### config.mk
export PLATFORM = sky130hd
export DESIGN_NAME = audio_format_list_negotiator_core_flat
export DESIGN_NICKNAME = d
export VERILOG_FILES = /design/src/rtl/afln_pkg.sv /design/src/rtl/afln_ifs.sv /design/src/rtl/afln_in_stage.sv /design/src/rtl/afln_parser.sv /design/src/rtl/afln_out_stage.sv /design/src/rtl/audio_format_list_negotiator_core.sv /design/src/flat_wrapper.sv
export SDC_FILE = /design/constraint.sdc
export NUM_CORES = 1
export LEC_CHECK = 0
export ABC_AREA = 1
export ABC_CLOCK_PERIOD_IN_PS = 3460
export BUFFER_PORTS_ARGS = -buffer_cell sky130_fd_sc_hd__buf_2
export CAP_MARGIN = 30
export CORE_ASPECT_RATIO = 0.75
export CORE_MARGIN = 1
export CORE_UTILIZATION = 55
export CTS_CLUSTER_DIAMETER = 200
export CTS_CLUSTER_SIZE = 16
export DETAILED_ROUTE_END_ITERATION = 8
export PLACE_DENSITY = 0.73
export RECOVER_POWER = 25
export SYNTH_ARGS = -nofsm -noshare
export SYNTH_HDL_FRONTEND = slang
export SYNTH_SLANG_ARGS = --single-unit
### constraint.sdc
create_clock -name clk_i -period 3.46 [get_ports clk_i]
set_clock_uncertainty 0.05 [all_clocks]
set_input_delay 0.519 -clock clk_i [delete_from_list [all_inputs] [get_ports clk_i]]
set_output_delay 0.519 -clock clk_i [all_outputs]
set_load 0.1 [all_outputs]
### src/rtl/afln_pkg.sv
// ----------------------------------------------------------------------------
// Audio format list negotiator package
// Constants, codes and shared types of the sound-channel format negotiator.
// ----------------------------------------------------------------------------
package afln_pkg;

  localparam int POSITION_WIDTH_DEF = 16;

  localparam logic [7:0]  FORMATS_TYPE    = 8'h07;
  localparam int          COUNT_LO_POS    = 18;
  localparam int          COUNT_HI_POS    = 19;
  localparam int          RECORD_START    = 24;
  localparam int          MIN_POS         = 3;
  localparam int          MIN_FORMATS_POS = 23;

  localparam logic [4:0]  FIELDS_BYTES    = 5'd8;
  localparam logic [4:0]  EXTRA_LO_OFF    = 5'd16;
  localparam logic [4:0]  RECORD_LAST_OFF = 5'd17;

  localparam logic [15:0] ALAW_TAG        = 16'd6;
  localparam logic [15:0] PCM_TAG         = 16'd1;
  localparam logic [15:0] NO_TAG          = 16'd0;
  localparam logic [15:0] WANTED_CHANNELS = 16'd2;
  localparam logic [31:0] WANTED_RATE     = 32'd44100;

  localparam logic [2:0]  PCM_ALIGN       = 3'd4;
  localparam logic [2:0]  ALAW_ALIGN      = 3'd2;

  localparam logic        FMT_PCM         = 1'b0;
  localparam logic        FMT_ALAW        = 1'b1;

  localparam logic        STATUS_OK       = 1'b0;
  localparam logic        STATUS_SHORT    = 1'b1;

  typedef struct packed {
    logic [7:0] data_byte;
    logic       last;
  } afln_byte_t;

  typedef struct packed {
    logic        status;
    logic [7:0]  message_type;
    logic        updated;
    logic        format_index;
    logic [15:0] format_tag;
    logic [2:0]  block_align;
    logic [15:0] fmt_count;
    logic        negotiated;
  } afln_result_t;

endpackage

### src/rtl/afln_ifs.sv
// ----------------------------------------------------------------------------
// Audio format list negotiator channel interfaces
// Valid/ready byte input channel and result output channel.
// ----------------------------------------------------------------------------
interface afln_in_if;
  logic       valid;
  logic       ready;
  logic [7:0] data_byte;
  logic       last;

  modport source (output valid, output data_byte, output last, input ready);
  modport sink   (input valid, input data_byte, input last, output ready);
endinterface

interface afln_out_if;
  logic        valid;
  logic        ready;
  logic        status;
  logic [7:0]  message_type;
  logic        updated;
  logic        format_index;
  logic [15:0] format_tag;
  logic [2:0]  block_align;
  logic [15:0] fmt_count;
  logic        negotiated;

  modport source (output valid, output status, output message_type, output updated,
                  output format_index, output format_tag, output block_align,
                  output fmt_count, output negotiated, input ready);
  modport sink   (input valid, input status, input message_type, input updated,
                  input format_index, input format_tag, input block_align,
                  input fmt_count, input negotiated, output ready);
endinterface

### src/rtl/afln_in_stage.sv
// ----------------------------------------------------------------------------
// Audio format list negotiator input stage
// Registers one PDU byte and releases it to the parser when it can advance.
// ----------------------------------------------------------------------------
module afln_in_stage (
  input  logic                clk_i,
  input  logic                rst_ni,
  afln_in_if.sink             in_i,
  input  logic                out_free_i,
  output logic                step_o,
  output afln_pkg::afln_byte_t byte_o
);
  import afln_pkg::*;

  logic       valid_q;
  afln_byte_t byte_q;

  // A byte that ends a PDU needs a free result register; others never wait.
  assign step_o   = valid_q && (!byte_q.last || out_free_i);
  assign in_i.ready = !valid_q || step_o;
  assign byte_o   = byte_q;

  always_ff @(posedge clk_i or negedge rst_ni) begin
    if (!rst_ni) begin
      valid_q <= 1'b0;
    end else if (in_i.ready) begin
      valid_q <= in_i.valid;
    end
  end

  always_ff @(posedge clk_i) begin
    if (in_i.ready && in_i.valid) begin
      byte_q.data_byte <= in_i.data_byte;
      byte_q.last      <= in_i.last;
    end
  end

endmodule

### src/rtl/afln_parser.sv
// ----------------------------------------------------------------------------
// Audio format list negotiator parser
// Per-PDU parse state, format record checks and the persistent format choice.
// ----------------------------------------------------------------------------
module afln_parser #(
  parameter int POSITION_WIDTH = afln_pkg::POSITION_WIDTH_DEF
) (
  input  logic                  clk_i,
  input  logic                  rst_ni,
  input  logic                  cfg_we_i,
  input  logic                  cfg_data_i,
  input  logic                  step_i,
  input  afln_pkg::afln_byte_t  byte_i,
  output logic                  res_valid_o,
  output afln_pkg::afln_result_t res_o
);
  import afln_pkg::*;

  localparam logic [POSITION_WIDTH-1:0] POS_MAX = '1;

  logic                      prefer_q;
  logic [POSITION_WIDTH-1:0] pos_q, pos_d;
  logic [7:0]                kind_q, kind_d;
  logic [15:0]               count_q, count_d;
  logic [15:0]               done_q, done_d;
  logic [4:0]                off_q, off_d;
  logic [15:0]               skip_q, skip_d;
  logic [63:0]               fields_q, fields_d;
  logic [15:0]               extra_q, extra_d;
  logic                      alaw_q, alaw_d;
  logic                      idx_q, idx_d;
  logic [2:0]                align_q, align_d;
  logic [15:0]               stored_q, stored_d;
  logic                      neg_q, neg_d;

  logic [7:0] b;
  logic       offer;
  logic       status;
  logic       updated;

  assign b = byte_i.data_byte;

  // The record being closed offers A-law at 2 channels and 44100 Hz.
  assign offer = (fields_q[15:0] == ALAW_TAG) && (fields_q[31:16] == WANTED_CHANNELS)
              && (fields_q[63:32] == WANTED_RATE);

  always_comb begin
    pos_d    = pos_q;
    kind_d   = kind_q;
    count_d  = count_q;
    done_d   = done_q;
    off_d    = off_q;
    skip_d   = skip_q;
    fields_d = fields_q;
    extra_d  = extra_q;
    alaw_d   = alaw_q;
    idx_d    = idx_q;
    align_d  = align_q;
    stored_d = stored_q;
    neg_d    = neg_q;
    status   = STATUS_OK;
    updated  = 1'b0;

    if (pos_q == '0) begin
      kind_d = b;
    end else if (pos_q == POSITION_WIDTH'(COUNT_LO_POS)) begin
      count_d = {8'h00, b};
    end else if (pos_q == POSITION_WIDTH'(COUNT_HI_POS)) begin
      count_d = {b, count_q[7:0]};
    end else if (pos_q >= POSITION_WIDTH'(RECORD_START) && kind_q == FORMATS_TYPE
                 && done_q < count_q) begin
      if (skip_q != 16'd0) begin
        skip_d = skip_q - 16'd1;
      end else begin
        if (off_q < FIELDS_BYTES) begin
          fields_d[8*off_q[2:0] +: 8] = b;
        end else if (off_q == EXTRA_LO_OFF) begin
          extra_d = {8'h00, b};
        end
        if (off_q >= RECORD_LAST_OFF) begin
          if (offer) begin
            alaw_d = 1'b1;
          end
          done_d   = done_q + 16'd1;
          skip_d   = {b, extra_q[7:0]};
          fields_d = '0;
          extra_d  = '0;
          off_d    = '0;
        end else begin
          off_d = off_q + 5'd1;
        end
      end
    end

    if (pos_q != POS_MAX) begin
      pos_d = pos_q + POSITION_WIDTH'(1);
    end

    // The choice sees a record that the last byte itself completes.
    if (byte_i.last) begin
      if (pos_q < POSITION_WIDTH'(MIN_POS)) begin
        status = STATUS_SHORT;
      end else if (kind_q == FORMATS_TYPE) begin
        if (pos_q < POSITION_WIDTH'(MIN_FORMATS_POS)) begin
          status = STATUS_SHORT;
        end else begin
          stored_d = count_q;
          if (prefer_q && alaw_d) begin
            idx_d   = FMT_ALAW;
            align_d = ALAW_ALIGN;
          end else begin
            idx_d   = FMT_PCM;
            align_d = PCM_ALIGN;
          end
          neg_d   = 1'b1;
          updated = 1'b1;
        end
      end
    end

    res_o.status       = status;
    res_o.message_type = kind_d;
    res_o.updated      = updated;
    res_o.format_index = idx_d;
    res_o.format_tag   = neg_d ? ((idx_d == FMT_ALAW) ? ALAW_TAG : PCM_TAG) : NO_TAG;
    res_o.block_align  = align_d;
    res_o.fmt_count    = stored_d;
    res_o.negotiated   = neg_d;

    // Every last byte starts the next PDU from a clean parse state.
    if (byte_i.last) begin
      pos_d    = '0;
      kind_d   = '0;
      count_d  = '0;
      done_d   = '0;
      off_d    = '0;
      skip_d   = '0;
      fields_d = '0;
      extra_d  = '0;
      alaw_d   = 1'b0;
    end
  end

  assign res_valid_o = step_i && byte_i.last;

  always_ff @(posedge clk_i or negedge rst_ni) begin
    if (!rst_ni) begin
      prefer_q <= 1'b0;
    end else if (cfg_we_i) begin
      prefer_q <= cfg_data_i;
    end
  end

  always_ff @(posedge clk_i or negedge rst_ni) begin
    if (!rst_ni) begin
      pos_q    <= '0;
      kind_q   <= '0;
      count_q  <= '0;
      done_q   <= '0;
      off_q    <= '0;
      skip_q   <= '0;
      fields_q <= '0;
      extra_q  <= '0;
      alaw_q   <= 1'b0;
      idx_q    <= FMT_PCM;
      align_q  <= '0;
      stored_q <= '0;
      neg_q    <= 1'b0;
    end else if (step_i) begin
      pos_q    <= pos_d;
      kind_q   <= kind_d;
      count_q  <= count_d;
      done_q   <= done_d;
      off_q    <= off_d;
      skip_q   <= skip_d;
      fields_q <= fields_d;
      extra_q  <= extra_d;
      alaw_q   <= alaw_d;
      idx_q    <= idx_d;
      align_q  <= align_d;
      stored_q <= stored_d;
      neg_q    <= neg_d;
    end
  end

endmodule

### src/rtl/afln_out_stage.sv
// ----------------------------------------------------------------------------
// Audio format list negotiator output stage
// Result register that holds one PDU result until the sink takes it.
// ----------------------------------------------------------------------------
module afln_out_stage (
  input  logic                  clk_i,
  input  logic                  rst_ni,
  input  logic                  res_valid_i,
  input  afln_pkg::afln_result_t res_i,
  afln_out_if.source            out_o,
  output logic                  out_free_o
);
  import afln_pkg::*;

  logic         valid_q;
  afln_result_t res_q;

  assign out_free_o = !valid_q || out_o.ready;

  always_ff @(posedge clk_i or negedge rst_ni) begin
    if (!rst_ni) begin
      valid_q <= 1'b0;
    end else if (out_free_o) begin
      valid_q <= res_valid_i;
    end
  end

  always_ff @(posedge clk_i) begin
    if (out_free_o && res_valid_i) begin
      res_q <= res_i;
    end
  end

  assign out_o.valid        = valid_q;
  assign out_o.status       = res_q.status;
  assign out_o.message_type = res_q.message_type;
  assign out_o.updated      = res_q.updated;
  assign out_o.format_index = res_q.format_index;
  assign out_o.format_tag   = res_q.format_tag;
  assign out_o.block_align  = res_q.block_align;
  assign out_o.fmt_count    = res_q.fmt_count;
  assign out_o.negotiated   = res_q.negotiated;

endmodule

### src/rtl/audio_format_list_negotiator_core.sv
// ----------------------------------------------------------------------------
// Audio format list negotiator core
// Parses sound-channel PDUs byte by byte and negotiates PCM or A-law output.
//
//   Channel   Direction  Moves                       Transactions
//   in_i      sink       data_byte, last             one per PDU byte
//   out_o     source     status ... negotiated       one per PDU, on last byte
//   cfg       write      prefer_compact (1 bit)      cfg_we_i strobe
//
// One byte per cycle is accepted while no last byte waits for the result
// register; a byte sits in the input register while the parser logic works
// on it, and the result of a last byte is captured in the result register.
// The result register alone decides stalls: only a last byte waits for it
// while a result is still not taken.
// Reset clears all parse state and the format choice; there is no sweep.
// ----------------------------------------------------------------------------
module audio_format_list_negotiator_core #(
  parameter int POSITION_WIDTH = afln_pkg::POSITION_WIDTH_DEF
) (
  input  logic        clk_i,
  input  logic        rst_ni,
  input  logic        cfg_we_i,
  input  logic        cfg_data_i,
  afln_in_if.sink     in_i,
  afln_out_if.source  out_o
);
  import afln_pkg::*;

  logic         step;
  logic         out_free;
  logic         res_valid;
  afln_byte_t   cur_byte;
  afln_result_t res;

  afln_in_stage u_in_stage (
    .clk_i      (clk_i),
    .rst_ni     (rst_ni),
    .in_i       (in_i),
    .out_free_i (out_free),
    .step_o     (step),
    .byte_o     (cur_byte)
  );

  afln_parser #(
    .POSITION_WIDTH (POSITION_WIDTH)
  ) u_parser (
    .clk_i       (clk_i),
    .rst_ni      (rst_ni),
    .cfg_we_i    (cfg_we_i),
    .cfg_data_i  (cfg_data_i),
    .step_i      (step),
    .byte_i      (cur_byte),
    .res_valid_o (res_valid),
    .res_o       (res)
  );

  afln_out_stage u_out_stage (
    .clk_i       (clk_i),
    .rst_ni      (rst_ni),
    .res_valid_i (res_valid),
    .res_i       (res),
    .out_o       (out_o),
    .out_free_o  (out_free)
  );

endmodule

### src/flat_wrapper.sv
// flat-port wrapper written by rule: the top's interface ports become plain ports
module audio_format_list_negotiator_core_flat import afln_pkg::*;
#(
  parameter int POSITION_WIDTH = afln_pkg::POSITION_WIDTH_DEF
)
  (clk_i, rst_ni, cfg_we_i, cfg_data_i, in_i_valid, in_i_data_byte, in_i_last, in_i_ready, out_o_valid, out_o_status, out_o_message_type, out_o_updated, out_o_format_index, out_o_format_tag, out_o_block_align, out_o_fmt_count, out_o_negotiated, out_o_ready);
  afln_in_if in_i_i ();
  afln_out_if out_o_i ();
  input  logic clk_i;
  input  logic rst_ni;
  input  logic cfg_we_i;
  input  logic cfg_data_i;
  input wire logic [$bits(in_i_i.valid)-1:0] in_i_valid;
  input wire logic [$bits(in_i_i.data_byte)-1:0] in_i_data_byte;
  input wire logic [$bits(in_i_i.last)-1:0] in_i_last;
  output wire logic [$bits(in_i_i.ready)-1:0] in_i_ready;
  output wire logic [$bits(out_o_i.valid)-1:0] out_o_valid;
  output wire logic [$bits(out_o_i.status)-1:0] out_o_status;
  output wire logic [$bits(out_o_i.message_type)-1:0] out_o_message_type;
  output wire logic [$bits(out_o_i.updated)-1:0] out_o_updated;
  output wire logic [$bits(out_o_i.format_index)-1:0] out_o_format_index;
  output wire logic [$bits(out_o_i.format_tag)-1:0] out_o_format_tag;
  output wire logic [$bits(out_o_i.block_align)-1:0] out_o_block_align;
  output wire logic [$bits(out_o_i.fmt_count)-1:0] out_o_fmt_count;
  output wire logic [$bits(out_o_i.negotiated)-1:0] out_o_negotiated;
  input wire logic [$bits(out_o_i.ready)-1:0] out_o_ready;
  assign in_i_i.valid = in_i_valid;
  assign in_i_i.data_byte = in_i_data_byte;
  assign in_i_i.last = in_i_last;
  assign in_i_ready = in_i_i.ready;
  assign out_o_valid = out_o_i.valid;
  assign out_o_status = out_o_i.status;
  assign out_o_message_type = out_o_i.message_type;
  assign out_o_updated = out_o_i.updated;
  assign out_o_format_index = out_o_i.format_index;
  assign out_o_format_tag = out_o_i.format_tag;
  assign out_o_block_align = out_o_i.block_align;
  assign out_o_fmt_count = out_o_i.fmt_count;
  assign out_o_negotiated = out_o_i.negotiated;
  assign out_o_i.ready = out_o_ready;
  audio_format_list_negotiator_core #(.POSITION_WIDTH(POSITION_WIDTH)) u_core (.clk_i(clk_i), .rst_ni(rst_ni), .cfg_we_i(cfg_we_i), .cfg_data_i(cfg_data_i), .in_i(in_i_i), .out_o(out_o_i));
endmodule
**Word level (Yosys, flattened, before mapping)**

Cells that the tools add are included.

- Add/sub/neg operators: 5
- Shifts and indexed selects: 2
- Reduce and logical (&&, ||, !) cells: 34
- Equality and inequality tests: 13
- Mux-type cells: 78
- Bitwise gates (word level): 2
- Order comparisons: 6

Operator list:

| operator | number |
|---|---|
| 2-to-1 mux 64 bit | 8 |
| 2-to-1 mux 16 bit | 24 |
| 2-to-1 mux 8 bit | 11 |
| bitwise mux 64 bit | 1 |
| variable shift 8 x 34 -> 64 bit, first input constant | 1 |
| indexed part select 8 x 34 -> 64 bit | 1 |
| 2-to-1 mux 5 bit | 7 |
| negation 6 -> 34 bit | 1 |
| adder 16 x 1 -> 16 bit, second input constant | 2 |
| == test 16 x 5 -> 1 bit, second input constant | 2 |
| == test 32 x 16 -> 1 bit, second input constant | 1 |
| 2-to-1 mux 1 bit | 21 |
| 2-to-1 mux 3 bit | 6 |
| == test 16 x 2 -> 1 bit, second input constant | 1 |
| == test 16 x 3 -> 1 bit, second input constant | 1 |
| greater-or-equal comparator 16 x 5 -> 1 bit, second input constant | 1 |
| logical NOT 16 bit | 1 |
| less-than comparator 16 bit | 1 |
| less-than comparator 16 x 2 -> 1 bit, second input constant | 1 |
| less-than comparator 16 x 5 -> 1 bit, second input constant | 1 |
| inequality test 16 bit, second input constant | 1 |
| nonzero test 16 bit | 1 |
| subtractor 16 x 1 -> 16 bit, second input constant | 1 |
| AND reduction 7 bit | 2 |
| 18 further kinds | 42 |

- Flip-flop bits (word level): 230
- Input port bits: 15

**Longest topological paths before layout**

Gate-level depths: netlist of the first run.

- Depth in word-level cells: 17
- Depth in mapped cells: 17
- Mapped depth without buffers: 15

**Modules after synthesis**

Synthesis of the first run repeated with hierarchy kept, for this count alone.

- Cell total of the unflattened synthesis: 1374
- Area total of the unflattened synthesis: 11389.7 µm²

By module, submodules not included:

| module | seq. area each (µm²) | instances | cells each | area each (µm²) |
|---|---|---|---|---|
| afln_parser | 4304.1 | 1 | 1304 | 9601.7 |
| afln_out_stage | 1436.4 | 1 | 53 | 1456.4 |
| afln_in_stage | 295.3 | 1 | 17 | 331.6 |

**Least setup slack after synthesis of the first run**

Ideal clock, no wire load.

- Kind: register -> register
- Start point: register u_core.u_out_stage.valid_q, in the netlist u_core.u_out_stage.out_o.valid
- End point: register u_core.u_in_stage.byte_q (netlist bit u_core.u_in_stage.byte_o[0]), enable pin
- Stages on the path, launching flop included: 4
- Buffers on the path: 0
- Data required time: 3125 ps
- Clock period less this slack: 2945 ps
- Slack: 515 ps
- Arrival time: 2610 ps
- Setup time: 285 ps
- Cells stage by stage: dfrtp_1 > nand4_1 > nand2_1 > inv_1

- Cells in the longest elaborated chain, start to end: 6

RTL lines:

| what | RTL line | RTL |
|---|---|---|
| start: declaration | afln_out_stage.sv:15 | `logic valid_q;` |
| start signal: assignment | afln_out_stage.sv:24 | `valid_q <= res_valid_i;` |
| logical NOT 1 bit | afln_out_stage.sv:18 | `assign out_free_o = !valid_q \|\| out_o.ready;` |
| logical OR 1 bit | afln_out_stage.sv:18 |  |
| logical OR 1 bit | afln_in_stage.sv:19 | `assign step_o = valid_q && (!byte_q.last \|\| out_free_i);` |
| logical AND 1 bit | afln_in_stage.sv:19 |  |
| logical OR 1 bit | afln_in_stage.sv:20 | `assign in_i.ready = !valid_q \|\| step_o;` |
| via in_i_ready | flat_wrapper.sv:16 | `output wire logic [$bits(in_i_i.ready)-1:0] in_i_ready;` |
| logical AND 1 bit | afln_in_stage.sv:32 | `if (in_i.ready && in_i.valid) begin` |
| end: declaration | afln_in_stage.sv:16 | `afln_byte_t byte_q;` |

The timed path passes the listed nets, and every way through them passes these cells.
A chain may end at the register's enable or synchronous reset.

**Final worst setup path of the first run**

- Start point: register u_core.u_parser.off_q[0]
- End point: register u_core.u_parser.fields_q[28]

- Cells in the longest elaborated chain, start to end: 11

RTL lines:

| what | RTL line | RTL |
|---|---|---|
| start: declaration | afln_parser.sv:26 | `logic [4:0] off_q, off_d;` |
| start signal: assignment | afln_parser.sv:160 | `off_q <= '0;` |
| start signal: assignment | afln_parser.sv:174 | `off_q <= off_d;` |
| negation 6 -> 34 bit | afln_parser.sv:76 | `fields_d[8*off_q[2:0] +: 8] = b;` |
| indexed part select 8 x 34 -> 64 bit / variable shift 8 x 34 -> 64 bit (equally long branches) | afln_parser.sv:76 |  |
| bitwise mux 64 bit | afln_parser.sv:76 |  |
| 2-to-1 mux 64 bit | afln_parser.sv:75 | `if (off_q < FIELDS_BYTES) begin` |
| 2-to-1 mux 64 bit | afln_parser.sv:80 | `if (off_q >= RECORD_LAST_OFF) begin` |
| 2-to-1 mux 64 bit | afln_parser.sv:72 | `if (skip_q != 16'd0) begin` |
| 2-to-1 mux 64 bit | afln_parser.sv:70 | `end else if (pos_q >= POSITION_WIDTH'(RECORD_START) && kind_q == FORMATS_TYPE` |
| 2-to-1 mux 64 bit | afln_parser.sv:68 | `end else if (pos_q == POSITION_WIDTH'(COUNT_HI_POS)) begin` |
| 2-to-1 mux 64 bit | afln_parser.sv:66 | `end else if (pos_q == POSITION_WIDTH'(COUNT_LO_POS)) begin` |
| 2-to-1 mux 64 bit | afln_parser.sv:64 | `if (pos_q == '0) begin` |
| 2-to-1 mux 64 bit | afln_parser.sv:131 | `if (byte_i.last) begin` |
| end signal: assignment | afln_parser.sv:176 | `fields_q <= fields_d;` |
| end: declaration | afln_parser.sv:28 | `logic [63:0] fields_q, fields_d;` |

Parallel ways exist; a longest one is shown, timed or not. The select of a mux whose other input is x is not followed.

==> reports/qor.csv, run 1 <==
metric,value,unit
Die W,164.9,um
Pwr Density,625.4,mW/mm^2
post-synthesis sequential area ratio,0.5131,
Final Cycle Share,0.8896,
WL/cell,15.11,um
CTS Sinks,216,
final max-slew violation count,82,
crit path DAT,3430,ps
Syn Std Cell Area,0.01094,sq mm
R2R Setup Slk,380,ps
Num CTS Buffers,17,
critical path endpoint category,register,
RR Startpoint,u_core.u_parser.off_q[0],
initial antenna violation count,2,
"EDFF count, synth",42,
library cells used by synthesis,34,
"flops & latches, synth",216,
utilization after layout,0.6140,
H-tree lvl count,1,
first-pass GRT wire length,41.70,mm
Total GRT Usage,0.2599,
Via density,5.416,
critical path required time,3810,ps
critical path class,reg -> reg,
worst hold stages,1,
Mapped Avg Cell Area,8.052,sq um
CTS tree,done,
CORE AREA,0.01943,sq mm
crit path from,u_core.u_parser.off_q[0],
hold crit path type,in -> reg,
Clock Tree Buf Depth,3,
fmax,324.9,MHz
die footprint,0.02047,sq mm
routability cong.,0.9289,
Total Power,0.007463,W
synth top area cells,"dfrtp_1, nand2_1, edfxtp_1, o21ai_0, nor2_1",
nets,1448,
Max IR drop VDD,532.2,uV
IO buf count,50,
status,"complete, but fails checks",
Post-synth top cells,"nand2_1, dfrtp_1, nor2_1",
DR DRC count,0,
sequential cell area,0.005615,sq mm
measured slew at the worst slew-check pin,2070,ps
failing checks,"max-capacitance violations, max-slew violations",
Most used DFF post-synth,dfrtp_1,
via count,9040,
crit path max fanout,13,
synthesis-to-layout area growth,9.044,%
YS warnings,0,
r2r endpoint,u_core.u_parser.fields_q[28],
asr flop ratio synth,0.8056,
Setup Buffers After CTS,0,
CTS Hold Bufs,0,
metal3 WL,1.811,mm
Final HPWL DP,17.90,mm
Rows,44,
cells after synthesis,1359,
RSZ-0062 raised after global routing,false,
Routed WL,25.22,mm
# Max-Cap Violations,1,
multi-input logic area,0.004529,sq mm
worst rel slew slack,-0.3800,
# IOs,64,
# fillers,1688,
Synth area leader,dfrtp_1,
first drt pass iteration count,7,
CP startpoint kind,register,
final setup vio count,0,
Lkg Pwr,5.702,nW
critical path capture point,u_core.u_parser.fields_q[28],
Max Used Layer,met4,
vias in the first global route,8336,
initial core utilization,0.5631,
Final TNS setup,0,ps
Root Buffer,clkbuf_16,
gr ovfl total,0,
routed length on met1,12.49,mm
Reg2Reg Depth,9,
endpoints failing hold,0,
Final Hold Slack,164.7,ps
cell with the most instances after synthesis,nand2_1,
ANT nets after route,0,
share of cells above drive strength 1,0.07850,
die height,124.2,um
post-CTS sizing,0,
met2 routed WL,10.36,mm
"Reg clk slew, reported paths",80,ps
largest net degree at the start of global routing,83,
share of the synthesized area in the top cell type,0.3979,
Worst-Skew Late Latency,490,ps
Starting DRT DRC Count,993,
Final min period,3078,ps
## logic make-up after synthesis
| group | after synthesis | synth area share |
|---|---|---|
| flops | 216 | 0.5131 |
| xor+xnor | 26 | 0.02081 |
| simple gates | 670 | 0.2550 |
| buf+inv | 206 | 0.07706 |
| compound gates | 213 | 0.1029 |
| fa+ha+maj | 26 | 0.02973 |
| mux | 1 | 0.001029 |
| other cells | 1 | 0.0003427 |
## where the power goes
part / switching (W) / internal [W] / leakage [nW] / total [W]
clock network: 0.000888 / 0.000916 / 0.227 / 0.00180
registers: 0.000265 / 0.00292 / 2.76 / 0.00319
logic: 0.00176 / 0.000709 / 2.71 / 0.00247
## sequential cells by signal, indices dropped and copies added, names as in the netlist, 2 cells and up
| name | count |
|---|---|
| u_core.u_in_stage.byte_o | 9 |
| u_core.u_out_stage.out_o.block_align | 3 |
| u_core.u_out_stage.out_o.fmt_count | 16 |
| u_core.u_out_stage.out_o.format_tag | 2 |
| u_core.u_out_stage.out_o.message_type | 8 |
| u_core.u_parser.align_q | 3 |
| u_core.u_parser.count_q | 16 |
| u_core.u_parser.done_q | 16 |
| u_core.u_parser.extra_q | 8 |
| u_core.u_parser.fields_q | 64 |
| u_core.u_parser.kind_q | 8 |
| u_core.u_parser.off_q | 5 |
| u_core.u_parser.pos_q | 16 |
| u_core.u_parser.skip_q | 16 |
| u_core.u_parser.stored_q | 16 |
## layer usage
metal / global-route usage / vias up
li1: - / 4464
met3: 0.04762 / 40
met1: 0.4086 / 4235
met5: 0 / -
met2: 0.3679 / 301
met4: 0.06250 / 0
## layout make-up
cell class | instances | share of cell area
Sequential cell | 216 | 0.4706
Clock inverter | 2 | 0.001468
Clock buffer | 24 | 0.03785
Tap cell | 253 | 0.02653
Antenna cell | 2 | 0.0004194
Multi-Input combinational cell | 949 | 0.3796
Inverter | 150 | 0.04718
Timing Repair Buffer | 73 | 0.03638
## worst max-delay path, cell delays in order, from the launching register on
cell,delay (ps)
dfrtp_1,540
inv_1,160
ha_1,250
ha_1,420
inv_1,130
nor3_1,590
inv_1,130
nand2_1,100
nand3_1,320
o21ai_0,290
## through the flow
stage,area (sq um),instances,setup WS [ps]
after floorplan,10990,1371,514.9
after global placement,11470,1641,537.3
after detailed placement,11470,1641,481.9
after CTS,11940,1667,456.1
after global routing,11930,1669,102.5
final,11930,1669,382.1
## worst min-delay path by stage
stage,endpoint,slack (ps),from
finish,u_core.u_in_stage.byte_o[2],160,in_i_data_byte[1]
floorplan,u_core.u_in_stage.valid_q,170,rst_ni
global placement,u_core.u_parser.align_q[0],400,u_core.u_parser.align_q[0]
CTS,u_core.u_parser.fields_q[44],60,rst_ni
global route,u_core.u_in_stage.byte_o[2],150,in_i_data_byte[1]
detailed placement,u_core.u_parser.align_q[0],410,u_core.u_parser.align_q[0]
## cells in the final DEF (no fill, tap or decap), types with 2 or more instances in the layout
master,netlist,final
nand2_1,364,364
dfrtp_1,174,174
nor2_1,154,154
inv_1,148,148
o21ai_0,133,133
nand3_1,92,92
buf_2,14,48
a21oi_1,46,46
edfxtp_1,42,42
ha_1,26,26
buf_4,14,22
nor3_1,21,21
xor2_1,18,18
clkbuf_16,0,17
nand4_1,15,15
conb_1,1,13
or2_2,9,9
o211ai_1,9,9
xnor2_1,8,8
o22ai_1,8,8
clkbuf_1,26,8
o21ai_1,6,6
nor2_2,4,4
nor4_1,4,4
o31ai_1,4,4
nor3_2,4,4
a211oi_1,3,3
diode_2,0,2
nor3_4,2,2
a31oi_1,2,2
clkinv_1,2,2
inv_6,0,2
Note: power is estimated with default switching activity, not from simulation.
==> run 2, diff against run 1 <==
ABC_AREA = default   (was 1)
CORE_ASPECT_RATIO = default   (was 0.75)
==> run 2 against run 1 <==
The flow still finishes with violations (max-capacitance violations, max-slew violations). Fmax is 3.2% lower. Via count down 5.0%. Critical endpoint is now u_core.u_parser.fields_q[26]. Combinational power fell by 21%. Critical path type unchanged. Largest cell class unchanged.
==> reports/qor.csv, run 2 <==
metric,value,unit,change
worst rel slew slack,-0.6055,,was -0.3800
CORE AREA,0.01959,sq mm,was 0.01943 sq mm
final setup vio count,0,,unchanged
RSZ-0062 raised after global routing,false,,unchanged
Total GRT Usage,0.2724,,was 0.2599
Synth area leader,dfrtp_1,,unchanged
Final HPWL DP,18.09,mm,was 17.90 mm
Final Hold Slack,152.0,ps,was 164.7 ps
Routed WL,26.96,mm,was 25.22 mm
Final min period,3179,ps,was 3078 ps
combinational share of power,0.283,,was 0.331
largest net degree at the start of global routing,175,,was 83
"EDFF count, synth",42,,unchanged
WL/cell,19.06,um,was 15.11 um
library cells used by synthesis,68,,was 34
initial antenna violation count,0,,was 2
die footprint,0.02068,sq mm,was 0.02047 sq mm
routability cong.,0.9297,,was 0.9289
failing checks,"max-capacitance violations, max-slew violations",,unchanged
via count,8589,,was 9040
DR DRC count,0,,unchanged
"flops & latches, synth",216,,unchanged
share of cells above drive strength 1,0.1549,,was 0.07850
critical path class,reg -> reg,,unchanged
measured slew at the worst slew-check pin,2408,ps,was 2070 ps
Via density,6.074,,was 5.416
Post-synth top cells,"dfrtp_1, nand2_1, inv_1",,"was nand2_1, dfrtp_1, nor2_1"
Setup Buffers After CTS,0,,unchanged
switch share,0.3591,,was 0.3907
"most common cell after layout, fill and taps aside",dfrtp_1,,was nand2_1
most frequent cells in the layout,"dfrtp_1, nand2_1, inv_1, o21ai_0, nor2_1",,"was nand2_1, dfrtp_1, nor2_1, inv_1, o21ai_0"
gr ovfl total,0,,unchanged
Sw Pwr,0.002464,W,was 0.002916 W
# fillers,1653,,was 1688
Worst-Skew Late Latency,490,ps,about the same
CTS Sinks,216,,unchanged
Rows,51,,was 44
Final TNS setup,0,ps,unchanged
Final Cycle Share,0.9188,,was 0.8896
share of the synthesized area in the top cell type,0.3937,,was 0.3979
Max IR drop VDD,451.9,uV,was 532.2 uV
final max-slew violation count,175,,was 82
Lkg Pwr,5.108,nW,was 5.702 nW
# IOs,64,,unchanged
cells after synthesis,1098,,was 1359
status,"complete, but fails checks",,unchanged
Antenna Diode Count,0,,was 2
hold crit path type,in -> reg,,unchanged
post-CTS sizing,0,,unchanged
endpoints failing hold,0,,unchanged
Die W,143.8,um,was 164.9 um
Mapped Avg Cell Area,10.07,sq um,was 8.052 sq um
"Largest stage delay, worst path",740,ps,was 590 ps
die height,143.8,um,was 124.2 um
CP startpoint kind,register,,unchanged
Clock Tree Buf Depth,3,,unchanged
multi-input logic area,0.004807,sq mm,was 0.004529 sq mm
utilization after layout,0.6185,,was 0.6140
IO buf count,50,,unchanged
Root Buffer,clkbuf_16,,unchanged
ANT nets after route,0,,unchanged
vias in the first global route,8363,,was 8336
max FFs per register,64,,unchanged
critical path endpoint category,register,,unchanged
CP Cell Sequence,or4_4 > or2_4 > a2111oi_4 > nand4_4 > a211oi_2 > mux2i_1,,was inv_1 > ha_1 > ha_1 > inv_1 > nor3_1 > inv_1 > nand2_1 > nand3_1 > o21ai_0
cell with the most instances after synthesis,dfrtp_1,,was nand2_1
first-pass GRT wire length,43.76,mm,was 41.70 mm
CTS tree,done,,unchanged
Reg with most FFs,u_core.u_parser.fields_q,,unchanged
crit path DAT,3540,ps,was 3430 ps
"Reg clk slew, reported paths",80,ps,about the same
sequential cell area,0.005615,sq mm,unchanged
Most used DFF post-synth,dfrtp_1,,unchanged
asr flop ratio synth,0.8056,,unchanged
Int Pwr,0.004398,W,was 0.004547 W
synthesis-to-layout area growth,9.547,%,was 9.044%
initial core utilization,0.5646,,was 0.5631
H-tree lvl count,1,,unchanged
first drt pass iteration count,5,,was 7
Syn Std Cell Area,0.01106,sq mm,was 0.01094 sq mm
# Max-Cap Violations,1,,unchanged
Reg power frac,0.452,,was 0.427
CTS Hold Bufs,0,,unchanged
synth top area cells,"dfrtp_1, edfxtp_1, mux2i_1, nand2_1, mux2_2",,"was dfrtp_1, nand2_1, edfxtp_1, o21ai_0, nor2_1"
critical path's slowest cell,a211oi_2,,was nor3_1
crit path max fanout,12,,was 13
Clock power frac,0.264,,was 0.242
post-synthesis sequential area ratio,0.5077,,was 0.5131
Num CTS Buffers,17,,unchanged
fmax,314.5,MHz,was 324.9 MHz
YS warnings,0,,unchanged
Starting DRT DRC Count,738,,was 993
nets,1182,,was 1448
Pwr Density,566.4,mW/mm^2,was 625.4 mW/mm^2
critical path required time,3820,ps,was 3810 ps
[run 2: changes by cell type in the layout (fill, tap and decap cells not counted), sizes merged, moves of 21 or more]
cell / previous run / this run
o21ai: 139 / 60
mux2i: 0 / 49
nand3: 92 / 32
inv: 150 / 100
a21oi: 46 / 25
mux2: 1 / 35
nor4: 4 / 29
nand2: 364 / 116
o22ai: 8 / 31
nor2: 158 / 51
[run 2: worst paths after layout]
path,from,end,slack [ps],cells after the start
setup / recovery,u_core.u_parser.kind_q[4],u_core.u_parser.fields_q[26],280,6
hold / removal,in_i_last,u_core.u_in_stage.byte_o[0],150,1
setup reg to reg,u_core.u_parser.kind_q[4],u_core.u_parser.fields_q[26],280,6
hold reg to reg,u_core.u_parser.count_q[9],u_core.u_parser.stored_q[9],460,1
max in group asynchronous,rst_ni,u_core.u_parser.off_q[3],910,2
min in group asynchronous,rst_ni,u_core.u_parser.pos_q[10],850,2
[run 2: area by class of cell]
class                           instances  area share
Clock buffer                           25     0.03759
Clock inverter                          2    0.001446
Inverter                               99     0.03067
Multi-Input combinational cell        722      0.3967
Sequential cell                       216      0.4634
Tap cell                              265     0.02736
Timing Repair Buffer                   85     0.04275
[run 2: cells by family (layout without fill, tap and decap cells)]
logic type / Yosys count / in the layout / synth area share
other: 1 / 13 / 0.0003390
muxes: 84 / 84 / 0.07998
DFF: 216 / 216 / 0.5077
adders and majority gates: 26 / 26 / 0.02941
AOI/OAI and AO/OA: 210 / 210 / 0.1338
buffers and inverters: 172 / 211 / 0.06323
xor gates and xnor gates: 11 / 11 / 0.008710
and+or+nand+nor: 378 / 378 / 0.1768
[run 2: power groups by stage]
stage,combinational [W],sequential (W),clock (W)
global route,0.00212,0.00313,0.00194
global placement,0.00189,0.00314,0
CTS,0.00193,0.00310,0.00185
detailed placement,0.00192,0.00314,0
finish,0.00194,0.00310,0.00181
floorplan,0.00125,0.00331,0
[run 2: per-layer routing]
layer  vias to the layer above  global-route usage  share of wire
li1                       4009                   -              -
met1                      4222              0.3760           0.43
met2                       294              0.4389           0.47
met3                        64             0.03499          0.066
met4                         0              0.1025          0.031
met5                         -                   0              0
[run 2: metrics by stage]
step	worst slack, ps	cells	cell area, sq um	power (W)
finish	280.8	1414	12120	0.006862
floorplan	10.85	1110	11110	0.004566
global route	74.61	1414	12120	0.007189
CTS	273.7	1414	12130	0.006871
detailed placement	292.9	1387	11660	0.005061
global placement	417.0	1387	11660	0.005024
[run 2: worst max-delay path, delay by kind of cell, from the launching register on]
kind / cells / cell delay, ps
compound gates: 2 / 1130
flops: 1 / 400
mux: 1 / 270
simple gates: 3 / 1230
==> run 3, diff against run 2 <==
--- a/config.mk
+++ b/config.mk
@@ -7,5 +7,5 @@
 export LEC_CHECK = 0
 export ABC_CLOCK_PERIOD_IN_PS = 3460
-export BUFFER_PORTS_ARGS = -buffer_cell sky130_fd_sc_hd__buf_2
+export BUFFER_PORTS_ARGS = -buffer_cell sky130_fd_sc_hd__buf_4
 export CAP_MARGIN = 30
 export CORE_MARGIN = 1
@@ -16,4 +16,5 @@
 export PLACE_DENSITY = 0.73
 export RECOVER_POWER = 25
+export SLEW_MARGIN = 20
 export SYNTH_ARGS = -nofsm -noshare
 export SYNTH_HDL_FRONTEND = slang
==> constraint.sdc (replaced) <==
create_clock -name clk_i -period 3.46 [get_ports clk_i]
set_clock_uncertainty 0.05 [all_clocks]
set_input_delay 0.173 -clock clk_i [delete_from_list [all_inputs] [get_ports clk_i]]
set_output_delay 0.173 -clock clk_i [all_outputs]
set_load 0.1 [all_outputs]
==> run 3 against run 2 <==
Register-to-register slack lost 20 ps. Worst setup slack lost 18 ps. Critical path type unchanged. Non-clock buffer count grew 16. The flow still finishes with violations (max-capacitance violations, max-slew violations). Critical endpoint unchanged. Via count grew 1.0%. Largest power group unchanged. Sequential share of layout area shrank 1.0 points. Global-route usage grew 0.36 points. Sequential power is essentially flat. Largest cell class unchanged.
==> reports/qor.csv, run 3 (synthesis results as in run 2) <==
metric,value,unit,change
final instance area,0.01239,sq mm,was 0.01212 sq mm
RR Startpoint,u_core.u_parser.done_q[7],,was u_core.u_parser.kind_q[4]
failing checks,"max-capacitance violations, max-slew violations",,unchanged
Final min period,3197,ps,was 3179 ps
DR DRC count,0,,unchanged
nets,1198,,was 1182
largest net degree at the start of global routing,70,,was 175
post-CTS sizing,0,,unchanged
CTS tree,done,,unchanged
CTS Sinks,216,,unchanged
Worst-Skew Late Latency,490,ps,about the same
Rows,51,,unchanged
# fillers,1610,,was 1653
gr ovfl total,0,,unchanged
CP startpoint kind,register,,unchanged
max FFs per register,64,,unchanged
Final Hold Slack,382.9,ps,was 152.0 ps
Clock Tree Buf Depth,3,,unchanged
utilization after layout,0.6325,,was 0.6185
Total GRT Usage,0.2760,,was 0.2724
initial antenna violation count,0,,unchanged
multi-input logic area,0.004807,sq mm,unchanged
H-tree lvl count,1,,unchanged
final setup vio count,0,,unchanged
crit path from,u_core.u_parser.done_q[7],,was u_core.u_parser.kind_q[4]
worst rel slew slack,-0.1544,,was -0.6055
Setup Buffers After CTS,0,,unchanged
Antenna Diode Count,0,,unchanged
Num CTS Buffers,17,,unchanged
# IOs,64,,unchanged
critical path required time,3810,ps,was 3820 ps
Max IR drop VDD,374.1,uV,was 451.9 uV
Pwr Density,557.0,mW/mm^2,was 566.4 mW/mm^2
Reg2Reg Depth,7,,was 6
Total Power,0.006901,W,was 0.006862 W
IO buf count,50,,unchanged
sequential cell area,0.005615,sq mm,unchanged
first-pass GRT wire length,44.59,mm,was 43.76 mm
Final HPWL DP,18.45,mm,was 18.09 mm
Root Buffer,clkbuf_16,,unchanged
initial core utilization,0.5646,,unchanged
synthesis-to-layout area growth,12.02,%,was 9.547%
Via density,6.073,,was 6.074
Starting DRT DRC Count,788,,was 738
CORE AREA,0.01959,sq mm,unchanged
via count,8679,,was 8589
hold crit path type,in -> reg,,unchanged
endpoints failing hold,0,,unchanged
Lkg Pwr,5.212,nW,was 5.108 nW
"most common cell after layout, fill and taps aside",dfrtp_1,,unchanged
Reg with most FFs,u_core.u_parser.fields_q,,unchanged
met2 routed WL,13.18,mm,was 12.71 mm
Placed Area,0.01181,sq mm,was 0.01166 sq mm
measured slew at the worst slew-check pin,1732,ps,was 2408 ps
vias in the first global route,8460,,was 8363
Final Cycle Share,0.9241,,was 0.9188
WL/cell,19.10,um,was 19.06 um
crit path max fanout,12,,unchanged
CTS Hold Bufs,14,,was 0
fmax,312.8,MHz,was 314.5 MHz
R2R Setup Slk,260,ps,was 280 ps
ANT nets after route,0,,unchanged
first drt pass iteration count,7,,was 5
critical path capture point,u_core.u_parser.fields_q[26],,unchanged
Final TNS setup,0,ps,unchanged
critical path class,reg -> reg,,unchanged
status,"complete, but fails checks",,unchanged
die height,143.8,um,unchanged
# Max-Cap Violations,1,,unchanged
share of cells above drive strength 1,0.1546,,was 0.1549
crit path DAT,3550,ps,was 3540 ps
most frequent cells in the layout,"dfrtp_1, nand2_1, inv_1, buf_4, o21ai_0",,"was dfrtp_1, nand2_1, inv_1, o21ai_0, nor2_1"
final max-slew violation count,70,,was 175
"Reg clk slew, reported paths",80,ps,about the same
RSZ-0062 raised after global routing,false,,unchanged
routability cong.,0.8737,,was 0.9297
Routed WL,27.29,mm,was 26.96 mm
r2r endpoint,u_core.u_parser.fields_q[26],,unchanged
Die W,143.8,um,unchanged
die footprint,0.02068,sq mm,unchanged
critical path endpoint category,register,,unchanged
routed length on met1,11.64,mm,about the same
metal3 WL,1.683,mm,was 1.767 mm
Max Used Layer,met4,,unchanged
## run 3: cell types whose count changed in the layout (fill, tap and decap cells not counted)
cell             change
buf_2               -48
buf_4               +40
dlygate4sd3_1       +14
clkbuf_4             +9
buf_12               +1
clkbuf_2             +1
clkdlybuf4s25_1      -1
inv_6                -1
## run 3: final cells by class
class,instances,share of cell area
Clock inverter,1,0.0007069
Sequential cell,216,0.4532
Timing Repair Buffer,101,0.06463
Clock buffer,25,0.03676
Tap cell,265,0.02676
Inverter,99,0.02999
Multi-Input combinational cell,722,0.3880
## run 3: critical path, cell delays in order (launching register included)
cell and delay, ps:
dfrtp_1 430, ha_1 340, a21oi_1 150, a311oi_1 180, a2111oi_4 530, nand4_4 410, a211oi_2 750, mux2i_1 260
## run 3: power by group
group	internal [W]	switching [W]	total (W)
logic	0.000657	0.00132	0.00198
registers	0.00286	0.000253	0.00311
clock network	0.000915	0.000895	0.00181
total	0.00443	0.00247	0.00690
## run 3: metrics by stage
stage | cells | setup WS [ps]
5_1_grt | 1429 | 59.55
6_report | 1429 | 262.8
4_1_cts | 1429 | 283.3
3_5_place_dp | 1389 | 315.7
3_3_place_gp | 1388 | 394.4
2_1_floorplan | 1110 | 10.85
## run 3: metal layers
metal / GRT usage / vias to the layer above
met5: 0 / -
met4: 0.08119 / 0
met3: 0.03199 / 54
met2: 0.4688 / 325
met1: 0.3713 / 4260
li1: - / 4040
## run 3: worst min-delay path by stage
| stage | startpoint | endpoint | slack, ps | depth (start not counted) |
|---|---|---|---|---|
| 3_5_place_dp | rst_ni | u_core.u_parser.pos_q[11] | 180 | 1 |
| 6_report | in_i_data_byte[4] | u_core.u_in_stage.byte_o[5] | 380 | 2 |
| 5_1_grt | in_i_data_byte[4] | u_core.u_in_stage.byte_o[5] | 370 | 2 |
| 4_1_cts | rst_ni | u_core.u_parser.pos_q[15] | 240 | 2 |
| 3_3_place_gp | rst_ni | u_core.u_parser.pos_q[12] | 170 | 1 |
| 2_1_floorplan | rst_ni | u_core.u_in_stage.valid_q | -170 | 0 |
